===== src/rtl/core/sss_pkg.sv =====
`timescale 1ns / 1ps
`default_nettype none
// ----------------------------------------------------------------------------
// sss_pkg
// Shared types and constants for the servo sweep scheduler.
// ----------------------------------------------------------------------------
package sss_pkg;

  // Slot geometry
  localparam int NUM_SLOTS_DEF = 3;
  localparam int NUM_DRIVERS   = 2;

  // Angle limits (degrees)
  localparam logic [7:0] ANGLE_FULL   = 8'd180;
  localparam logic [7:0] WOBBLE_LO    = 8'd45;
  localparam logic [7:0] WOBBLE_HI    = 8'd135;
  localparam logic [7:0] WOBBLE_START = 8'd90;

  // floor(x / 180) == (x * DIV180_MUL) >> DIV180_SHIFT, exact for x < 2**20
  localparam int          DIV180_SHIFT = 28;
  localparam logic [20:0] DIV180_MUL   = 21'd1491309;

  // Configuration register map
  localparam int          CFG_AW = 5;
  localparam logic [2:0] REG_DUTY_MIN   = 3'd0;
  localparam logic [2:0] REG_DUTY_MAX   = 3'd1;
  localparam logic [2:0] REG_UPDATE     = 3'd2;
  localparam logic [2:0] REG_MODE_SWAP  = 3'd3;
  localparam logic [2:0] REG_SLOT0_CHAN = 3'd4;
  localparam logic [2:0] REG_SLOT1_CHAN = 3'd5;
  localparam logic [2:0] REG_SLOT2_CHAN = 3'd6;

  // Register reset values
  localparam logic [11:0] DUTY_MIN_RST   = 12'd90;
  localparam logic [11:0] DUTY_MAX_RST   = 12'd500;
  localparam logic [15:0] UPDATE_RST     = 16'd10;
  localparam logic [15:0] MODE_SWAP_RST  = 16'd10000;
  localparam logic [4:0]  SLOT0_CHAN_RST = 5'd0;
  localparam logic [4:0]  SLOT1_CHAN_RST = 5'd2;
  localparam logic [4:0]  SLOT2_CHAN_RST = 5'd16;

  typedef struct packed {
    logic [11:0] duty_min;
    logic [11:0] duty_max;
    logic [15:0] update_period_ms;
    logic [15:0] mode_swap_ms;
    logic [4:0]  slot0_channel;
    logic [4:0]  slot1_channel;
    logic [4:0]  slot2_channel;
  } cfg_t;

  // Controller to datapath
  typedef struct packed {
    logic start;  // mode timer and slot counters advance
    logic mul;    // angle * duty span
    logic div;    // divide by 180
    logic emit;   // load result, advance angle
  } cmd_t;

  // Datapath to controller
  typedef struct packed {
    logic fire_sel;  // selected slot fires this tick
    logic out_free;  // result register can take an item
  } status_t;

  // Per-slot reset state
  function automatic logic [7:0] slot_angle_rst(input int k);
    logic [7:0] a;
    a = 8'd0;
    if (k == 1) a = ANGLE_FULL;
    if (k == 2) a = WOBBLE_START;
    return a;
  endfunction

  function automatic logic slot_neg_rst(input int k);
    return (k == 1);
  endfunction

  function automatic logic slot_wobble_rst(input int k);
    return (k == 2);
  endfunction

endpackage
`default_nettype wire


===== src/rtl/core/sss_tick_if.sv =====
`timescale 1ns / 1ps
`default_nettype none
// ----------------------------------------------------------------------------
// sss_tick_if
// Millisecond tick channel.
// ----------------------------------------------------------------------------
interface sss_tick_if;
  logic valid;
  logic ready;
  logic tick;

  modport source (output valid, output tick, input ready);
  modport sink   (input valid, input tick, output ready);
endinterface
`default_nettype wire


===== src/rtl/core/sss_result_if.sv =====
`timescale 1ns / 1ps
`default_nettype none
// ----------------------------------------------------------------------------
// sss_result_if
// PWM update channel: one item per servo slot update.
// ----------------------------------------------------------------------------
interface sss_result_if;
  logic        valid;
  logic        ready;
  logic        driver_index;
  logic [3:0]  channel;
  logic [11:0] duty;
  logic        last;

  modport source (output valid, output driver_index, output channel, output duty,
                  output last, input ready);
  modport sink   (input valid, input driver_index, input channel, input duty,
                  input last, output ready);
endinterface
`default_nettype wire


===== src/rtl/core/sss_regs.sv =====
`timescale 1ns / 1ps
`default_nettype none
// ----------------------------------------------------------------------------
// sss_regs
// APB configuration register file.
// ----------------------------------------------------------------------------
module sss_regs (
  input  wire logic                      clk,
  input  wire logic                      rst,
  input  wire logic                      psel,
  input  wire logic                      penable,
  input  wire logic                      pwrite,
  input  wire logic [sss_pkg::CFG_AW-1:0] paddr,
  input  wire logic [31:0]               pwdata,
  output logic      [31:0]               prdata,
  output logic                           pready,
  output sss_pkg::cfg_t                  cfg
);
  import sss_pkg::*;

  logic [2:0] idx;
  logic       wr;

  assign idx    = paddr[4:2];
  assign wr     = psel && penable && pwrite;
  assign pready = 1'b1;

  // Register writes
  always_ff @(posedge clk) begin
    if (rst) begin
      cfg.duty_min         <= DUTY_MIN_RST;
      cfg.duty_max         <= DUTY_MAX_RST;
      cfg.update_period_ms <= UPDATE_RST;
      cfg.mode_swap_ms     <= MODE_SWAP_RST;
      cfg.slot0_channel    <= SLOT0_CHAN_RST;
      cfg.slot1_channel    <= SLOT1_CHAN_RST;
      cfg.slot2_channel    <= SLOT2_CHAN_RST;
    end else if (wr) begin
      unique case (idx)
        REG_DUTY_MIN:   cfg.duty_min         <= pwdata[11:0];
        REG_DUTY_MAX:   cfg.duty_max         <= pwdata[11:0];
        REG_UPDATE:     cfg.update_period_ms <= pwdata[15:0];
        REG_MODE_SWAP:  cfg.mode_swap_ms     <= pwdata[15:0];
        REG_SLOT0_CHAN: cfg.slot0_channel    <= pwdata[4:0];
        REG_SLOT1_CHAN: cfg.slot1_channel    <= pwdata[4:0];
        REG_SLOT2_CHAN: cfg.slot2_channel    <= pwdata[4:0];
        default: ;
      endcase
    end
  end

  // Read mux
  always_comb begin
    unique case (idx)
      REG_DUTY_MIN:   prdata = {20'd0, cfg.duty_min};
      REG_DUTY_MAX:   prdata = {20'd0, cfg.duty_max};
      REG_UPDATE:     prdata = {16'd0, cfg.update_period_ms};
      REG_MODE_SWAP:  prdata = {16'd0, cfg.mode_swap_ms};
      REG_SLOT0_CHAN: prdata = {27'd0, cfg.slot0_channel};
      REG_SLOT1_CHAN: prdata = {27'd0, cfg.slot1_channel};
      REG_SLOT2_CHAN: prdata = {27'd0, cfg.slot2_channel};
      default:        prdata = 32'd0;
    endcase
  end

endmodule
`default_nettype wire


===== src/rtl/core/sss_ctrl.sv =====
`timescale 1ns / 1ps
`default_nettype none
// ----------------------------------------------------------------------------
// sss_ctrl
// Sequencer: per tick, a start state, then one visit per slot; a firing slot
// also passes multiply, divide and emit; emit waits for the result register.
// ----------------------------------------------------------------------------
module sss_ctrl #(
  parameter int NUM_SLOTS = sss_pkg::NUM_SLOTS_DEF,
  parameter int SW        = (NUM_SLOTS > 1) ? $clog2(NUM_SLOTS) : 1
) (
  input  wire logic             clk,
  input  wire logic             rst,
  input  wire logic             in_valid,
  input  wire logic             in_tick,
  output logic                  in_ready,
  input  wire sss_pkg::status_t stat,
  output sss_pkg::cmd_t         cmd,
  output logic      [SW-1:0]    slot
);
  import sss_pkg::*;

  typedef enum logic [2:0] {
    S_IDLE, S_START, S_SEL, S_MUL, S_DIV, S_EMIT
  } state_t;

  localparam logic [SW-1:0] LAST_SLOT = SW'(NUM_SLOTS - 1);

  state_t state;

  assign in_ready = (state == S_IDLE);

  always_comb begin
    cmd       = '0;
    cmd.start = (state == S_START);
    cmd.mul   = (state == S_MUL);
    cmd.div   = (state == S_DIV);
    cmd.emit  = (state == S_EMIT) && stat.out_free;
  end

  // State and slot index
  always_ff @(posedge clk) begin
    if (rst) begin
      state <= S_IDLE;
      slot  <= '0;
    end else begin
      unique case (state)
        S_IDLE: begin
          if (in_valid && in_tick) state <= S_START;
        end
        S_START: begin
          slot  <= '0;
          state <= S_SEL;
        end
        S_SEL: begin
          if (stat.fire_sel) begin
            state <= S_MUL;
          end else if (slot == LAST_SLOT) begin
            state <= S_IDLE;
          end else begin
            slot <= slot + 1'b1;
          end
        end
        S_MUL: state <= S_DIV;
        S_DIV: state <= S_EMIT;
        S_EMIT: begin
          if (stat.out_free) begin
            if (slot == LAST_SLOT) begin
              state <= S_IDLE;
            end else begin
              slot  <= slot + 1'b1;
              state <= S_SEL;
            end
          end
        end
        default: state <= S_IDLE;
      endcase
    end
  end

endmodule
`default_nettype wire


===== src/rtl/core/sss_dp.sv =====
`timescale 1ns / 1ps
`default_nettype none
// ----------------------------------------------------------------------------
// sss_dp
// Slot state, mode timer, duty arithmetic and the result register.
// ----------------------------------------------------------------------------
module sss_dp #(
  parameter int NUM_SLOTS = sss_pkg::NUM_SLOTS_DEF,
  parameter int SW        = (NUM_SLOTS > 1) ? $clog2(NUM_SLOTS) : 1
) (
  input  wire logic            clk,
  input  wire logic            rst,
  input  wire sss_pkg::cfg_t   cfg,
  input  wire sss_pkg::cmd_t   cmd,
  input  wire logic [SW-1:0]   slot,
  output sss_pkg::status_t     stat,
  output logic                 out_valid,
  input  wire logic            out_ready,
  output logic                 out_driver_index,
  output logic      [3:0]      out_channel,
  output logic      [11:0]     out_duty,
  output logic                 out_last
);
  import sss_pkg::*;

  // Slot state, one lane per slot
  logic [7:0]  angle   [NUM_SLOTS];
  logic        neg     [NUM_SLOTS];
  logic        wobble  [NUM_SLOTS];
  logic [15:0] elapsed [NUM_SLOTS];
  logic [NUM_SLOTS-1:0] fire;

  logic [15:0] mode_elapsed;
  logic        mode_phase;

  // Counter updates for the start cycle
  logic [15:0] period;
  logic [15:0] mode_inc;
  logic        mode_swap;
  logic [15:0] elapsed_inc [NUM_SLOTS];
  logic [NUM_SLOTS-1:0] fire_next;

  assign period    = (cfg.update_period_ms == 16'd0) ? 16'd1 : cfg.update_period_ms;
  assign mode_inc  = (mode_elapsed == 16'hFFFF) ? mode_elapsed : mode_elapsed + 16'd1;
  assign mode_swap = (mode_inc > cfg.mode_swap_ms);

  always_comb begin
    for (int k = 0; k < NUM_SLOTS; k++) begin
      elapsed_inc[k] = (elapsed[k] == 16'hFFFF) ? elapsed[k] : elapsed[k] + 16'd1;
      fire_next[k]   = (elapsed_inc[k] >= period);
    end
  end

  // Angle advance of the selected slot
  logic [7:0]        sel_angle;
  logic              sel_neg;
  logic              sel_wobble;
  logic signed [9:0] trial;
  logic signed [9:0] lo;
  logic signed [9:0] hi;
  logic              flip;
  logic              neg_new;
  logic [7:0]        angle_new;

  assign sel_angle  = angle[slot];
  assign sel_neg    = neg[slot];
  assign sel_wobble = wobble[slot];
  assign trial      = signed'({2'b00, sel_angle}) + (sel_neg ? -10'sd1 : 10'sd1);
  assign lo         = sel_wobble ? signed'({2'b00, WOBBLE_LO}) : 10'sd0;
  assign hi         = sel_wobble ? signed'({2'b00, WOBBLE_HI})
                                 : signed'({2'b00, ANGLE_FULL});
  assign flip       = (trial < lo) || (trial > hi);
  assign neg_new    = sel_neg ^ flip;
  assign angle_new  = neg_new ? sel_angle - 8'd1 : sel_angle + 8'd1;

  // Slot and timer registers
  always_ff @(posedge clk) begin
    if (rst) begin
      for (int k = 0; k < NUM_SLOTS; k++) begin
        angle[k]   <= slot_angle_rst(k);
        neg[k]     <= slot_neg_rst(k);
        wobble[k]  <= slot_wobble_rst(k);
        elapsed[k] <= 16'd0;
      end
      fire         <= '0;
      mode_elapsed <= 16'd0;
      mode_phase   <= 1'b0;
    end else if (cmd.start) begin
      for (int k = 0; k < NUM_SLOTS; k++) begin
        elapsed[k] <= fire_next[k] ? 16'd0 : elapsed_inc[k];
      end
      fire <= fire_next;
      if (mode_swap) begin
        mode_elapsed <= 16'd0;
        mode_phase   <= ~mode_phase;
        wobble[0]    <= ~mode_phase;
        angle[0]     <= mode_phase ? 8'd0 : WOBBLE_START;
      end else begin
        mode_elapsed <= mode_inc;
      end
    end else if (cmd.emit) begin
      angle[slot] <= angle_new;
      neg[slot]   <= neg_new;
    end
  end

  // Duty: min + angle * (max - min) / 180, truncated toward zero
  logic signed [12:0] span;
  logic signed [21:0] prod;
  logic signed [21:0] prod_r;
  logic [21:0]        prod_abs;
  logic [40:0]        quot_full;
  logic [12:0]        quot;
  logic               quot_neg;
  logic [11:0]        duty_new;

  assign span      = signed'({1'b0, cfg.duty_max}) - signed'({1'b0, cfg.duty_min});
  assign prod      = signed'({1'b0, sel_angle}) * span;
  assign prod_abs  = prod_r[21] ? 22'(-prod_r) : 22'(prod_r);
  assign quot_full = prod_abs[19:0] * DIV180_MUL;
  assign duty_new  = cfg.duty_min + (quot_neg ? 12'(-quot) : quot[11:0]);

  always_ff @(posedge clk) begin
    if (cmd.mul) prod_r <= prod;
    if (cmd.div) begin
      quot     <= quot_full[DIV180_SHIFT +: 13];
      quot_neg <= prod_r[21];
    end
  end

  // Channel id and last flag of the selected slot
  logic [4:0] chan_id;
  logic       later_fire;

  always_comb begin
    if (slot == SW'(0))           chan_id = cfg.slot0_channel;
    else if (slot == SW'(1))      chan_id = cfg.slot1_channel;
    else if (slot == SW'(2))      chan_id = cfg.slot2_channel;
    else                          chan_id = 5'(slot);
    later_fire = 1'b0;
    for (int k = 0; k < NUM_SLOTS; k++) begin
      if (SW'(k) > slot && fire[k]) later_fire = 1'b1;
    end
  end

  // Result register
  assign stat.out_free = !out_valid || out_ready;
  assign stat.fire_sel = fire[slot];

  always_ff @(posedge clk) begin
    if (rst) begin
      out_valid <= 1'b0;
    end else if (cmd.emit) begin
      out_valid <= 1'b1;
    end else if (out_ready) begin
      out_valid <= 1'b0;
    end
  end

  always_ff @(posedge clk) begin
    if (cmd.emit) begin
      out_driver_index <= (NUM_DRIVERS > 1) ? chan_id[4] : 1'b0;
      out_channel      <= chan_id[3:0];
      out_duty         <= duty_new;
      out_last         <= !later_fire;
    end
  end

endmodule
`default_nettype wire


===== src/rtl/core/servo_sweep_scheduler.sv =====
`timescale 1ns / 1ps
`default_nettype none
// ----------------------------------------------------------------------------
// servo_sweep_scheduler
// Millisecond-driven servo sweep: per tick, steps the mode timer and each
// slot's update counter and emits a PWM duty update for every slot that fires.
// ----------------------------------------------------------------------------
// Sequence: an accepted tick passes the start state, then each slot in order;
//   a firing slot also passes multiply, divide and emit, loading its update
//   into the result register; emit waits while that register is full.
// Occupancy: a tick holds the sequencer until every slot is visited, an idle
//   item does not; the shared duty multiply/divide path serves one slot at a time.
// Reset: synchronous, active high; loads the register defaults and slot start
//   states, no clearing pass.
module servo_sweep_scheduler #(
  parameter int NUM_SLOTS = sss_pkg::NUM_SLOTS_DEF
) (
  input  wire logic                       clk,
  input  wire logic                       rst,
  sss_tick_if.sink                        tick_ch,
  sss_result_if.source                    result_ch,
  input  wire logic                       psel,
  input  wire logic                       penable,
  input  wire logic                       pwrite,
  input  wire logic [sss_pkg::CFG_AW-1:0] paddr,
  input  wire logic [31:0]                pwdata,
  output logic      [31:0]                prdata,
  output logic                            pready
);
  import sss_pkg::*;

  localparam int SW = (NUM_SLOTS > 1) ? $clog2(NUM_SLOTS) : 1;

  cfg_t          cfg;
  cmd_t          cmd;
  status_t       stat;
  logic [SW-1:0] slot;

  sss_regs u_regs (
    .clk     (clk),
    .rst     (rst),
    .psel    (psel),
    .penable (penable),
    .pwrite  (pwrite),
    .paddr   (paddr),
    .pwdata  (pwdata),
    .prdata  (prdata),
    .pready  (pready),
    .cfg     (cfg)
  );

  sss_ctrl #(
    .NUM_SLOTS (NUM_SLOTS),
    .SW        (SW)
  ) u_ctrl (
    .clk      (clk),
    .rst      (rst),
    .in_valid (tick_ch.valid),
    .in_tick  (tick_ch.tick),
    .in_ready (tick_ch.ready),
    .stat     (stat),
    .cmd      (cmd),
    .slot     (slot)
  );

  sss_dp #(
    .NUM_SLOTS (NUM_SLOTS),
    .SW        (SW)
  ) u_dp (
    .clk              (clk),
    .rst              (rst),
    .cfg              (cfg),
    .cmd              (cmd),
    .slot             (slot),
    .stat             (stat),
    .out_valid        (result_ch.valid),
    .out_ready        (result_ch.ready),
    .out_driver_index (result_ch.driver_index),
    .out_channel      (result_ch.channel),
    .out_duty         (result_ch.duty),
    .out_last         (result_ch.last)
  );

endmodule
`default_nettype wire


===== src/flat_wrapper.sv =====
// flat-port wrapper written by rule: the top's interface ports become plain ports
module servo_sweep_scheduler_flat import sss_pkg::*;
#(
  parameter int NUM_SLOTS = sss_pkg::NUM_SLOTS_DEF
)
  (clk, rst, psel, penable, pwrite, paddr, pwdata, prdata, pready, tick_ch_valid, tick_ch_tick, tick_ch_ready, result_ch_valid, result_ch_driver_index, result_ch_channel, result_ch_duty, result_ch_last, result_ch_ready);
  sss_tick_if tick_ch_i ();
  sss_result_if result_ch_i ();
  input  wire logic clk;
  input  wire logic rst;
  input  wire logic psel;
  input  wire logic penable;
  input  wire logic pwrite;
  input  wire logic [sss_pkg::CFG_AW-1:0] paddr;
  input  wire logic [31:0] pwdata;
  output logic      [31:0] prdata;
  output logic pready;
  input wire logic [$bits(tick_ch_i.valid)-1:0] tick_ch_valid;
  input wire logic [$bits(tick_ch_i.tick)-1:0] tick_ch_tick;
  output wire logic [$bits(tick_ch_i.ready)-1:0] tick_ch_ready;
  output wire logic [$bits(result_ch_i.valid)-1:0] result_ch_valid;
  output wire logic [$bits(result_ch_i.driver_index)-1:0] result_ch_driver_index;
  output wire logic [$bits(result_ch_i.channel)-1:0] result_ch_channel;
  output wire logic [$bits(result_ch_i.duty)-1:0] result_ch_duty;
  output wire logic [$bits(result_ch_i.last)-1:0] result_ch_last;
  input wire logic [$bits(result_ch_i.ready)-1:0] result_ch_ready;
  assign tick_ch_i.valid = tick_ch_valid;
  assign tick_ch_i.tick = tick_ch_tick;
  assign tick_ch_ready = tick_ch_i.ready;
  assign result_ch_valid = result_ch_i.valid;
  assign result_ch_driver_index = result_ch_i.driver_index;
  assign result_ch_channel = result_ch_i.channel;
  assign result_ch_duty = result_ch_i.duty;
  assign result_ch_last = result_ch_i.last;
  assign result_ch_i.ready = result_ch_ready;
  servo_sweep_scheduler #(.NUM_SLOTS(NUM_SLOTS)) u_core (.clk(clk), .rst(rst), .tick_ch(tick_ch_i), .result_ch(result_ch_i), .psel(psel), .penable(penable), .pwrite(pwrite), .paddr(paddr), .pwdata(pwdata), .prdata(prdata), .pready(pready));
endmodule

===== config.mk =====
export PLATFORM = sky130hd
export DESIGN_NAME = servo_sweep_scheduler_flat
export DESIGN_NICKNAME = d
export VERILOG_FILES = /design/src/rtl/core/sss_pkg.sv /design/src/rtl/core/sss_tick_if.sv /design/src/rtl/core/sss_result_if.sv /design/src/rtl/core/sss_regs.sv /design/src/rtl/core/sss_ctrl.sv /design/src/rtl/core/sss_dp.sv /design/src/rtl/core/servo_sweep_scheduler.sv /design/src/flat_wrapper.sv
export SDC_FILE = /design/constraint.sdc
export NUM_CORES = 1
export LEC_CHECK = 0
export ABC_AREA = 1
export BUFFER_PORTS_ARGS = -buffer_cell sky130_fd_sc_hd__buf_2
export CAP_MARGIN = 10
export CELL_PAD_IN_SITES_DETAIL_PLACEMENT = 0
export CELL_PAD_IN_SITES_GLOBAL_PLACEMENT = 1
export CORE_ASPECT_RATIO = 2
export CORE_MARGIN = 1.5
export CORE_UTILIZATION = 40
export CTS_CLUSTER_SIZE = 12
export DETAILED_ROUTE_END_ITERATION = 7
export PLACE_DENSITY = 0.72
export SLEW_MARGIN = 10
export SYNTH_ARGS = -nofsm -noshare
export SYNTH_HDL_FRONTEND = slang
export SYNTH_SLANG_ARGS = --single-unit

===== constraint.sdc =====
create_clock -name clk -period 10.1 [get_ports clk]
set_clock_uncertainty 0.15 [all_clocks]
set_input_delay 1.515 -clock clk [delete_from_list [all_inputs] [get_ports clk]]
set_output_delay 1.515 -clock clk [all_outputs]
set_load 0.02 [all_outputs]

; Word-level counts from Yosys, hierarchy flattened
; Memories as Yosys holds them, arrays and structs flattened. A register that Yosys moved wholly into a read port is not among the register bits.
; Cells that the tools add are included.
[totals]
regBits = 150
mem_bits_rw = 78
out_inout_bits = 53
elab_cells = 174
memories = 4
[memory_table]
columns = memory, words, width, rd, rd_ports_with_merged_regs, wr, line_no
row1 = u_core.u_dp.elapsed, 3, 16, 3, 0, 3, sss_dp.sv:30  ; logic [15:0] elapsed [NUM_SLOTS];
row2 = u_core.u_dp.angle, 3, 8, 1, 1, 3, sss_dp.sv:27  ; logic [7:0] angle [NUM_SLOTS];
row3 = u_core.u_dp.neg, 3, 1, 1, 1, 3, sss_dp.sv:28  ; logic neg [NUM_SLOTS];
row4 = u_core.u_dp.wobble, 3, 1, 1, 1, 3, sss_dp.sv:29  ; logic wobble [NUM_SLOTS];
[classes]
addsub = 12
n_eq_ne = 21
muxes = 69
n_lt_le_gt_ge = 10
reduce_logical = 29
n_mul = 2
bitwise_logic = 7
[op_table]
columns = operator, n
row1 = $mux 16, 12
row2 = $pmux 16 s7, 1
row3 = $add 16x1->16 const B, 4
row4 = $eq 16x16->1 const B, 4
row5 = $ge 16x16->1, 3
row6 = $mul 20x21->40 const B, 1
row7 = $mux 8, 5
row8 = $mux 2, 12
row9 = $mux 1, 23
row10 = $mul 9x13->22, 1
row11 = $mux 20, 1
row12 = $neg 20->20, 1
row13 = $pmux 3 s6, 1
row14 = $gt 16x16->1, 1
row15 = $logic_not 16->1, 1
row16 = $reduce_and 2->1, 8
row17 = $eq 3x3->1 const B, 5
row18 = $mux 5, 3
row19 = $sub 12x12->13, 1
row20 = $add 12x12->12, 1
row21 = $eq 3x2->1 const B, 4
row22 = $mux 12, 1
row23 = $mux 3, 4
row24 = $mux 6, 2
row25 = 33 further kinds, 50

; Depth between registers and ports, before layout
; Gate-level depths: netlist of the first run.
[logic_depth]
depth_word = 9
depth_mapped = 44
depth_no_buf = 41

; Modules after synthesis
; A second synthesis of the first run with hierarchy kept.
[unflattened]
hier_cells = 3338
hier_area_um2 = 26003.7
[modules_own_cells]
columns = mod, instances, area_per_inst_um2, cells_each
row1 = sss_dp, 1, 21957.3, 2702
row2 = sss_regs, 1, 3674.8, 578
row3 = sss_ctrl, 1, 371.6, 58

; Worst setup path after synthesis of the first run
; Ideal clock, no wire load.
[synth_path]
path_type = register to register
from = reg u_core.u_dp.prod_r[0]
to = reg u_core.u_dp.quot[9] (data pin)
n_path_buf = 0
period_less_slack_ns = 7.278
setup_slack_ns = 2.822
stages_incl_launch_ff = 33
setup_ns = 0.260
t_required_ns = 9.690
t_arrival_ns = 6.868
path_cell_list = edfxtp_1 -> inv_1 -> ha_1 -> nand2_1 -> nor3_1 -> nand3_1 -> nand2_1 -> o21ai_0 -> a21oi_1 -> xor2_1 -> inv_1 -> ha_1 -> inv_1 -> fa_1 -> inv_1 -> fa_1 -> inv_1 -> fa_1 -> inv_1 -> fa_1 -> inv_1 -> fa_1 -> inv_1 -> ha_1 -> ha_1 -> a21oi_1 -> o21ai_0 -> a21bo_2 -> a31oi_1 -> nand2_1 -> nand3_1 -> nand3_1 -> xor2_1
[synth_via]
elab_chain_len = 3
[synth_lines]
columns = element, line_no
row1 = start: declaration, sss_dp.sv:110  ; logic signed [21:0] prod_r;
row2 = start signal: assignment, sss_dp.sv:124  ; if (cmd.mul) prod_r <= prod;
row3 = $neg 20->20, sss_dp.sv:119  ; assign prod_abs = prod_r[21] ? 22'(-prod_r) : 22'(prod_r);
row4 = $mux 20 (*), sss_dp.sv:119
row5 = $mul 20x21->40 (*), sss_dp.sv:120  ; assign quot_full = prod_abs[19:0] * DIV180_MUL;
row6 = net u_core.u_dp.quot_full[37], sss_dp.sv:112  ; logic [40:0] quot_full;
row7 = end signal: assignment, sss_dp.sv:126  ; quot <= quot_full[DIV180_SHIFT +: 13];
row8 = end: declaration, sss_dp.sv:113  ; logic [12:0] quot;
; Mark *: on every way through the listed nets, which the timed path passes. The rest lies on a longest branch.
; A chain may end at the register's enable or synchronous reset.

; Final worst setup path of the first run
; Same ends and word-level chain as after synthesis.

==> results_dict.tcl, run 1 <==
set metrics [dict create \
    area_delta_synth_final_pct 7.52 \
    floorplan.initialDensity_pct 40.4 \
    cts_tree "built" \
    crit_required_ns 10.26 \
    antenna_left 0 \
    worst_slew_pin_slew_ns 1.23 \
    hold_class "reg2reg" \
    crit_arrival_ns 8.74 \
    gp_congestion 0.958 \
    core_um2 61800 \
    cpMostUsedCell "fa_1" \
    cts_sinks 237 \
    min_period_ns 8.58 \
    worstSetupPathType "reg2reg" \
    syn_inst 3063 \
    die-width_um 180 \
    cts_setup_buffers 0 \
    cts_hold_buf 0 \
    routedWlPerCell_um 17.8 \
    die_y_um 357 \
    synth-seq-cells 237 \
    synthDominantCellAreaShare_pct 17.2 \
    h-tree-depth 1 \
    synth-edff-count 136 \
    ys_top_cells_by_count "inv_1 (660), nand2_1 (421), ha_1 (343), nor2_1 (311), a21oi_1 (218)" \
    cts-resized-gates 0 \
    final_max_slew_viol_count 0 \
    die_area_um2 64100 \
    antenna_found_initial 3 \
    synth.most_common_cell "inv_1" \
    syn_area_um2 25000 \
    fmax_mhz 117 \
    port_buffers 62 \
    synth_top_area_cell "ha_1" \
    setup_violations 0 \
    final_cell_count_no_fill 3918 \
    rsz0062_at_grt "no" \
    grt_pass1_wl_mm 110 \
    ys_types 55 \
    worstSkewPairLatency_ns 0.58 \
    status "complete, no violations" \
    path_clk_slew_ns 0.06 \
    startpoint_type "register" \
    synth_top_family_by_area "adder cells" \
    grt_pass1_vias 21600 \
    slowest_delay_ns 0.64 \
    synth.avg_cell_area_um2 8.16 \
    wl_mm 69.9 \
    end_kind "register" \
    synthSimpleGateAreaFrac_pct 15.7 \
    drive_gt1_share_pct 4.25 \
    synth_xor_area_share_pct 4.23 \
    slew_headroom_pct 17.6 \
    dpl.hpwl_mm 59.5 \
    num_io_pins 98 \
    overflow 0 \
    finalSetupTns_ns 0 \
    yosysWarningCount 0 \
    grt_max_degree 77 \
    yosysSeqAreaShare_pct 24.4 \
    grt_usage_pct 21.9 \
    crit_path_top_delay_cell "edfxtp_1" \
    drv_cap 0 \
    synth_compound_area_share_pct 10.9 \
    num_vias 20200 \
    max-clock-path-buffers 3 \
    drc 0 \
    synthAdderAreaFrac_pct 33.5 \
    root_buffer "clkbuf_16" \
    drt_iter0_drc 756 \
    avgViaCountPerCell 5.15 \
    muxShareOfSynthArea_pct 0 \
    numCtsBuffers 25 \
    synthTopCellsByArea "ha_1 (17%), fa_1 (16%), edfxtp_1 (16%), inv_1 (9.9%), dfxtp_1 (8.1%)" \
    nNetsFinal 3705 \
    num_rows 129 \
    crit_fanout 8 \
    hold_viol_final 0 \
    dp.cells 3872 \
    dr.pass1.iters 5 \
    fin_crit_sh_pct 85.0 \
    async_flop_share_pct 0 \
    synth_ff_type "edfxtp_1" \
]
## cells by family after synthesis
| logic type | Yosys count |
|---|---|
| simple gates | 947 |
| buf+inv | 725 |
| fa+ha+maj | 547 |
| compound gates | 485 |
| flops | 237 |
| xor+xnor | 120 |
| other cells | 2 |
## registers in the layout, summed over array words and instances (netlist names), 3 cells and up, named ones only
signal and flops:
u_core.u_ctrl.state 3, u_core.u_dp.out_duty 12, u_core.u_dp.elapsed 48, u_core.u_dp.fire 3, u_core.u_dp.neg 4, u_core.u_dp.angle 32, u_core.u_dp.prod_r 21, u_core.u_regs.cfg 71
u_core.u_dp.quot 12, u_core.u_dp.out_channel 4, u_core.u_dp.mode_elapsed 16
## through the flow
stage / instance area, um2 / utilization (%) / hold WS (ns) / worst slack, ns
floorplan: 25100 / - / 0.261 / 2.82
CTS: 26900 / 43.5 / 0.301 / 1.42
finish: 26900 / 43.5 / 0.297 / 1.52
global route: 26900 / 43.5 / 0.316 / 0.962
detailed placement: 26100 / 42.2 / 0.284 / 1.45
global placement: 26100 / 42.2 / 0.275 / 1.41
## path summary, 6_finish.rpt
kind                                            start                    end  slack [ns]  cells past startpoint
worst max-delay path            u_core.u_dp.prod_r[0]    u_core.u_dp.quot[9]        1.52                     29
worst max register to register  u_core.u_dp.prod_r[0]    u_core.u_dp.quot[9]        1.52                     29
worst min register to register  u_core.u_dp.wobble[2]  u_core.u_dp.wobble[2]        0.30                      1
worst min-delay path            u_core.u_dp.wobble[2]  u_core.u_dp.wobble[2]        0.30                      1
## worst max-delay path, delay by kind of cell, from the launching register on
kind,cells,cell delay (ns)
AND/OR/NAND/NOR,9,1.26
AO/OA/AOI/OAI,4,0.66
flip-flops,1,0.64
XOR/XNOR,2,0.65
buffers and inverters,5,0.83
adder cells (fa/ha/maj),9,4.10
## layout by cell type (no fill, tap or decap), types with 25 or more instances in the layout
cell and count:
nor2_1 309, nand4_1 32, xnor2_1 30, buf_2 62
edfxtp_1 136, fa_1 204, xor2_1 89, a21oi_1 218
clkbuf_16 25, nand2_1 420, ha_1 343, dfxtp_1 101
o21ai_0 146, nand3_1 75, nor3_1 67, inv_1 659
## per-layer routing
metal	wire length [um]	global-route usage [%]
met1	24000	20.6
met2	38800	44.5
met3	2080	1.68
met4	5030	14.4
met5	10	0
## area by class of cell
type                    count  area (um2)
flip-flops and latches    237        6110
clock buffers              40         723
inverters                 664        2490
diodes                      1        2.50
repair buffers             69         363
fillers                  6287       34900
clock inverters             5        43.8
well taps                 786         983
multi-input cells        2116       16200
Power of run 1 is left out: the tool's default activity adds up to more than one toggle a clock period on the data nets, which glitch-free logic cannot reach.
==> run 2: changes to the inputs <==
clock period = 9 ns   (was 10.1 ns; I/O delays follow)
==> results_dict.tcl, run 2 (synthesized netlist as in run 1, its figures left out) <==
set metrics [dict create \
    core_um2 61800 \
    nNetsFinal 3714 \
    drt_iter0_drc 803 \
    wl_mm 69.5 \
    rsz0062_at_grt "no" \
    fmax_mhz 127 \
    worstSetupPathType "reg2reg" \
    crit_path_start "u_core.u_dp.prod_r[1]" \
    cpMostUsedCell "fa_1" \
    num_vias 20200 \
    fin_crit_sh_pct 87.3 \
    r2r_start "u_core.u_dp.prod_r[1]" \
    worstSkewPairLatency_ns 0.58 \
    cts_setup_buffers 0 \
    root_buffer "clkbuf_16" \
    grt_pass1_vias 21600 \
    area_delta_synth_final_pct 7.84 \
    drive_gt1_share_pct 4.59 \
    hold_class "reg2reg" \
    grt_pass1_wl_mm 111 \
    crit_path_top_delay_cell "fa_1" \
    end_kind "register" \
    startpoint_type "register" \
    avgViaCountPerCell 5.14 \
    finalSetupTns_ns 0 \
    overflow 0 \
    crit_fanout 4 \
    utilization_pct 43.6 \
    grt_usage_pct 22.0 \
    drv_cap 0 \
    h-tree-depth 1 \
    layout_commonest_cell "inv_1" \
    num_rows 129 \
    num_io_pins 98 \
    crit_arrival_ns 8.02 \
    hold_slack_ns 0.292 \
    slowest_delay_ns 0.67 \
    die-width_um 180 \
    floorplan.initialDensity_pct 40.4 \
    path_clk_slew_ns 0.06 \
    antenna_left 0 \
    dr.pass1.iters 5 \
    numCtsBuffers 25 \
    worst_slew_pin_slew_ns 1.04 \
    setup_violations 0 \
    antenna_found_initial 3 \
    slew_headroom_pct 29.9 \
    crit_end "u_core.u_dp.quot[5]" \
    cts_sinks 237 \
    final_cell_mix "inv_1 (659), nand2_1 (420), ha_1 (343)" \
    die_y_um 357 \
    largest_reg_flops 71 \
    final_max_slew_viol_count 0 \
    gp_congestion 0.930 \
    drc 0 \
    top_regs "u_core.u_regs.cfg x71, u_core.u_dp.elapsed x48, u_core.u_dp.angle x32" \
    cts_tree "built" \
    min_period_ns 7.86 \
    port_buffers 62 \
    r2r_slack_ns 1.14 \
    status "complete, no violations" \
    max-clock-path-buffers 3 \
    routedWlPerCell_um 17.7 \
    largest-register "u_core.u_regs.cfg" \
    dpl.hpwl_mm 59.5 \
    r2r-end "u_core.u_dp.quot[5]" \
    hold_viol_final 0 \
    cts_hold_buf 0 \
    ff2ff_path_depth 29 \
    grt_max_degree 76 \
    cts-resized-gates 0 \
    die_area_um2 64100 \
    crit_required_ns 9.16 \
]
-- run 2: cell types whose count changed in the layout (fill, tap and decap cells not counted), sizes merged --
| cell | delta |
|---|---|
| clkinv | -2 |
| buf | +9 |
| clkbuf | +1 |
| inv | +1 |
-- run 2: how the worst min path moves through the flow --
stage / cells after the start / end / from / slack (ns)
finish: 1 / u_core.u_dp.wobble[2] / u_core.u_dp.wobble[2] / 0.29
global route: 1 / u_core.u_dp.wobble[2] / u_core.u_dp.wobble[2] / 0.31
CTS: 1 / u_core.u_dp.wobble[2] / u_core.u_dp.wobble[2] / 0.29
detailed placement: 1 / u_core.u_dp.wobble[2] / u_core.u_dp.wobble[2] / 0.28
global placement: 1 / u_core.u_dp.wobble[2] / u_core.u_dp.wobble[2] / 0.27
floorplan: 1 / u_core.u_dp.wobble[2] / u_core.u_dp.wobble[2] / 0.26
-- run 2: per-stage QoR --
step,cell area (um2),std cells,setup slack [ns]
6_report,27000,3927,1.14
5_1_grt,27000,3926,0.655
4_1_cts,27000,3926,1.11
3_5_place_dp,26200,3881,1.10
3_3_place_gp,26200,3881,1.15
2_1_floorplan,25100,3078,1.72
-- run 2: final cells by class --
class                           count  area (um2)
Tap cell                          786         983
Sequential cell                   237        6110
Multi-Input combinational cell   2116       16200
Antenna cell                        1        2.50
Timing Repair Buffer               78         430
Fill cell                        6235       34900
Inverter                          664        2490
Clock buffer                       41         738
Clock inverter                      4        40.0
-- run 2: worst max-delay path, delay by kind of cell, from the launching register on --
family | cells | cell delay (ns)
XOR/XNOR | 2 | 0.53
AND/OR/NAND/NOR | 8 | 1.29
buffers and inverters | 5 | 0.36
adder cells (fa/ha/maj) | 9 | 4.06
flip-flops | 1 | 0.38
AO/OA/AOI/OAI | 5 | 0.86
-- run 2: metal layers --
metal / vias up / global-route usage, % / part of all wire [%]
met5: - / 0 / 0
met4: 0 / 12.3 / 5.8
met3: 162 / 1.54 / 2.5
met2: 408 / 45.2 / 57
met1: 9664 / 21.1 / 34
li1: 9937 / - / -
Power of run 2 is left out for the same reason.
==> run 3: changes to the inputs <==
SYNTH_HIERARCHICAL = 1   (was not set)
==> results_dict.tcl, run 3 <==
set metrics [dict create \
    final_cell_mix "inv_1 (687), nand2_1 (641), nor2_1 (406)" \
    startpoint_type "register" \
    grt_pass1_vias 22400 \
    grt_pass1_wl_mm 117 \
    drv_cap 0 \
    hold_slack_ns 0.301 \
    synthAdderAreaFrac_pct 32.1 \
    synth_compound_area_share_pct 6.65 \
    synthSimpleGateAreaFrac_pct 22.5 \
    finalSetupTns_ns 0 \
    fin_crit_sh_pct 93.4 \
    multi_input_area_um2 17000 \
    synth.most_common_cell "inv_1" \
    path_clk_slew_ns 0.07 \
    end_kind "register" \
    cts_sinks 235 \
    cts-resized-gates 0 \
    routedWlPerCell_um 17.3 \
    ys_types 56 \
    synthDominantCellAreaShare_pct 16.3 \
    crit_arrival_ns 8.57 \
    num_vias 21000 \
    muxShareOfSynthArea_pct 0 \
    root_buffer "clkbuf_16" \
    nNetsFinal 3980 \
    syn_inst 3338 \
    grtUsageMet2_pct 46.3 \
    power_density_nw_per_um2 328 \
    leakage_nw 14.1 \
    die_area_um2 66600 \
    synth_ff_type "edfxtp_1" \
    cts_hold_buf 0 \
    core_um2 64600 \
    antenna_left 0 \
    max-clock-path-buffers 3 \
    top_regs "u_core/u_regs/cfg x71, u_core/u_dp/elapsed x48, u_core/u_dp/angle x32" \
    fmax_mhz 119 \
    num_rows 132 \
    layout_commonest_cell "inv_1" \
    num_io_pins 98 \
    seqCellArea_um2 6070 \
    synth_top_area_cell "ha_1" \
    gp_congestion 0.904 \
    n_antenna_cell 0 \
    numCtsBuffers 26 \
    dr.pass1.iters 7 \
    worst_slew_pin_slew_ns 1.02 \
    nFillCells 6697 \
    antenna_found_initial 1 \
    worstSkewPairLatency_ns 0.59 \
    largest-register "u_core/u_regs/cfg" \
    status "complete, no violations" \
    slew_headroom_pct 31.6 \
    drive_gt1_share_pct 5.22 \
    overflow 0 \
    dpl.hpwl_mm 62.0 \
    ys_top_cells_by_count "inv_1 (688), nand2_1 (641), nor2_1 (407), ha_1 (338), fa_1 (206)" \
    grt_util_met1_pct 22.4 \
    min_period_ns 8.40 \
    worstSetupPathType "reg2reg" \
    floorplan.initialDensity_pct 40.3 \
    rsz0062_at_grt "no" \
    cts_setup_buffers 0 \
    largest_reg_flops 71 \
    peakVddDrop_uv 236 \
    slowest_delay_ns 0.61 \
    use_met3_pct 1.72 \
    busiest_layer "met2" \
    synthTopCellsByArea "ha_1 (16%), fa_1 (16%), edfxtp_1 (16%), inv_1 (9.9%), nand2_1 (9.3%)" \
    synth-seq-cells 235 \
    synth-edff-count 136 \
    synth_top_family_by_area "adder cells" \
    die_y_um 364 \
    syn_area_um2 26000 \
    wl_mm 74.2 \
    area_delta_synth_final_pct 7.78 \
    synth.avg_cell_area_um2 7.79 \
    avgViaCountPerCell 4.92 \
    synth_xor_area_share_pct 3.70 \
    die-width_um 183 \
    final_max_slew_viol_count 0 \
    grt_usage_pct 22.9 \
    hold_class "reg2reg" \
    hold_viol_final 0 \
    cts_tree "built" \
    async_flop_share_pct 0 \
    port_buffers 62 \
    crit_required_ns 9.17 \
    yosysWarningCount 6 \
    crit_fanout 8 \
    grt_max_degree 72 \
    yosysSeqAreaShare_pct 23.3 \
    setup_violations 0 \
    drc 0 \
    drt_iter0_drc 811 \
    crit_path_top_delay_cell "edfxtp_1" \
    h-tree-depth 1 \
]
## run 3: changes by cell type after synthesis, sizes merged, moves of 10 or more
cell	change
a22oi	+10
o211ai	-12
buf	+23
nand4	+23
a21oi	-78
inv	+39
nand2	+225
clkbuf	-19
o21ai	-79
nor3	-15
nor2	+109
xor2	-11
nand3	+72
## run 3: worst paths after layout
path	startpoint	endpoint	slack, ns	cells after the start
max reg2reg	u_core/u_dp/prod_r[0]	u_core/u_dp/quot[4]	0.60	28
max	u_core/u_dp/prod_r[0]	u_core/u_dp/quot[4]	0.60	28
min	u_core/u_dp/wobble[2]	u_core/u_dp/wobble[2]	0.30	1
min reg2reg	u_core/u_dp/wobble[2]	u_core/u_dp/wobble[2]	0.30	1
## run 3: per-layer routing
layer | part of all wire [%] | up-vias | wire length, um
li1 | - | 10600 | -
met1 | 35 | 9935 | 26300
met2 | 56 | 338 | 41900
met3 | 2.4 | 139 | 1780
met4 | 5.8 | 0 | 4280
met5 | 0 | - | 0
## run 3: power breakdown
group | internal (mW) | switching [mW]
logic | 2.48 | 4.22
clock network | 0.618 | 0.491
registers | 1.35 | 0.0424
## run 3: stage by stage
| stage | util [%] | setup WS [ns] | instances | cell area [um2] | power, mW |
|---|---|---|---|---|---|
| floorplan | - | 1.98 | 3353 | 26100 | 6.23 |
| global placement | 42.1 | 0.738 | 4234 | 27200 | 8.10 |
| detailed placement | 42.1 | 0.594 | 4234 | 27200 | 8.15 |
| CTS | 43.4 | 0.570 | 4280 | 28000 | 9.32 |
| global route | 43.4 | 0.149 | 4280 | 28000 | 10.2 |
| finish | 43.4 | 0.597 | 4280 | 28000 | 9.20 |
## run 3: cells by family after synthesis
group,count (synthesis)
compound gates,300
xor+xnor,110
buf+inv,768
other cells,2
fa+ha+maj,544
flops,235
simple gates,1379
## run 3: layout make-up
class                   count  area share (%)
multi-input cells        2350            60.5
clock inverters             8           0.330
flip-flops and latches    235            21.6
inverters                 703            9.42
clock buffers              38            2.71
repair buffers             75            1.46
well taps                 871            3.89
## run 3: worst max-delay path: cells and delay by family, from the launching register on
kind                     cells  cell delay [ns]
flip-flops                   1             0.61
adder cells (fa/ha/maj)      9             4.25
buffers and inverters        6             0.76
AND/OR/NAND/NOR              8             1.29
XOR/XNOR                     2             0.46
AO/OA/AOI/OAI                3             0.65
(Power assumes the default switching activity.)
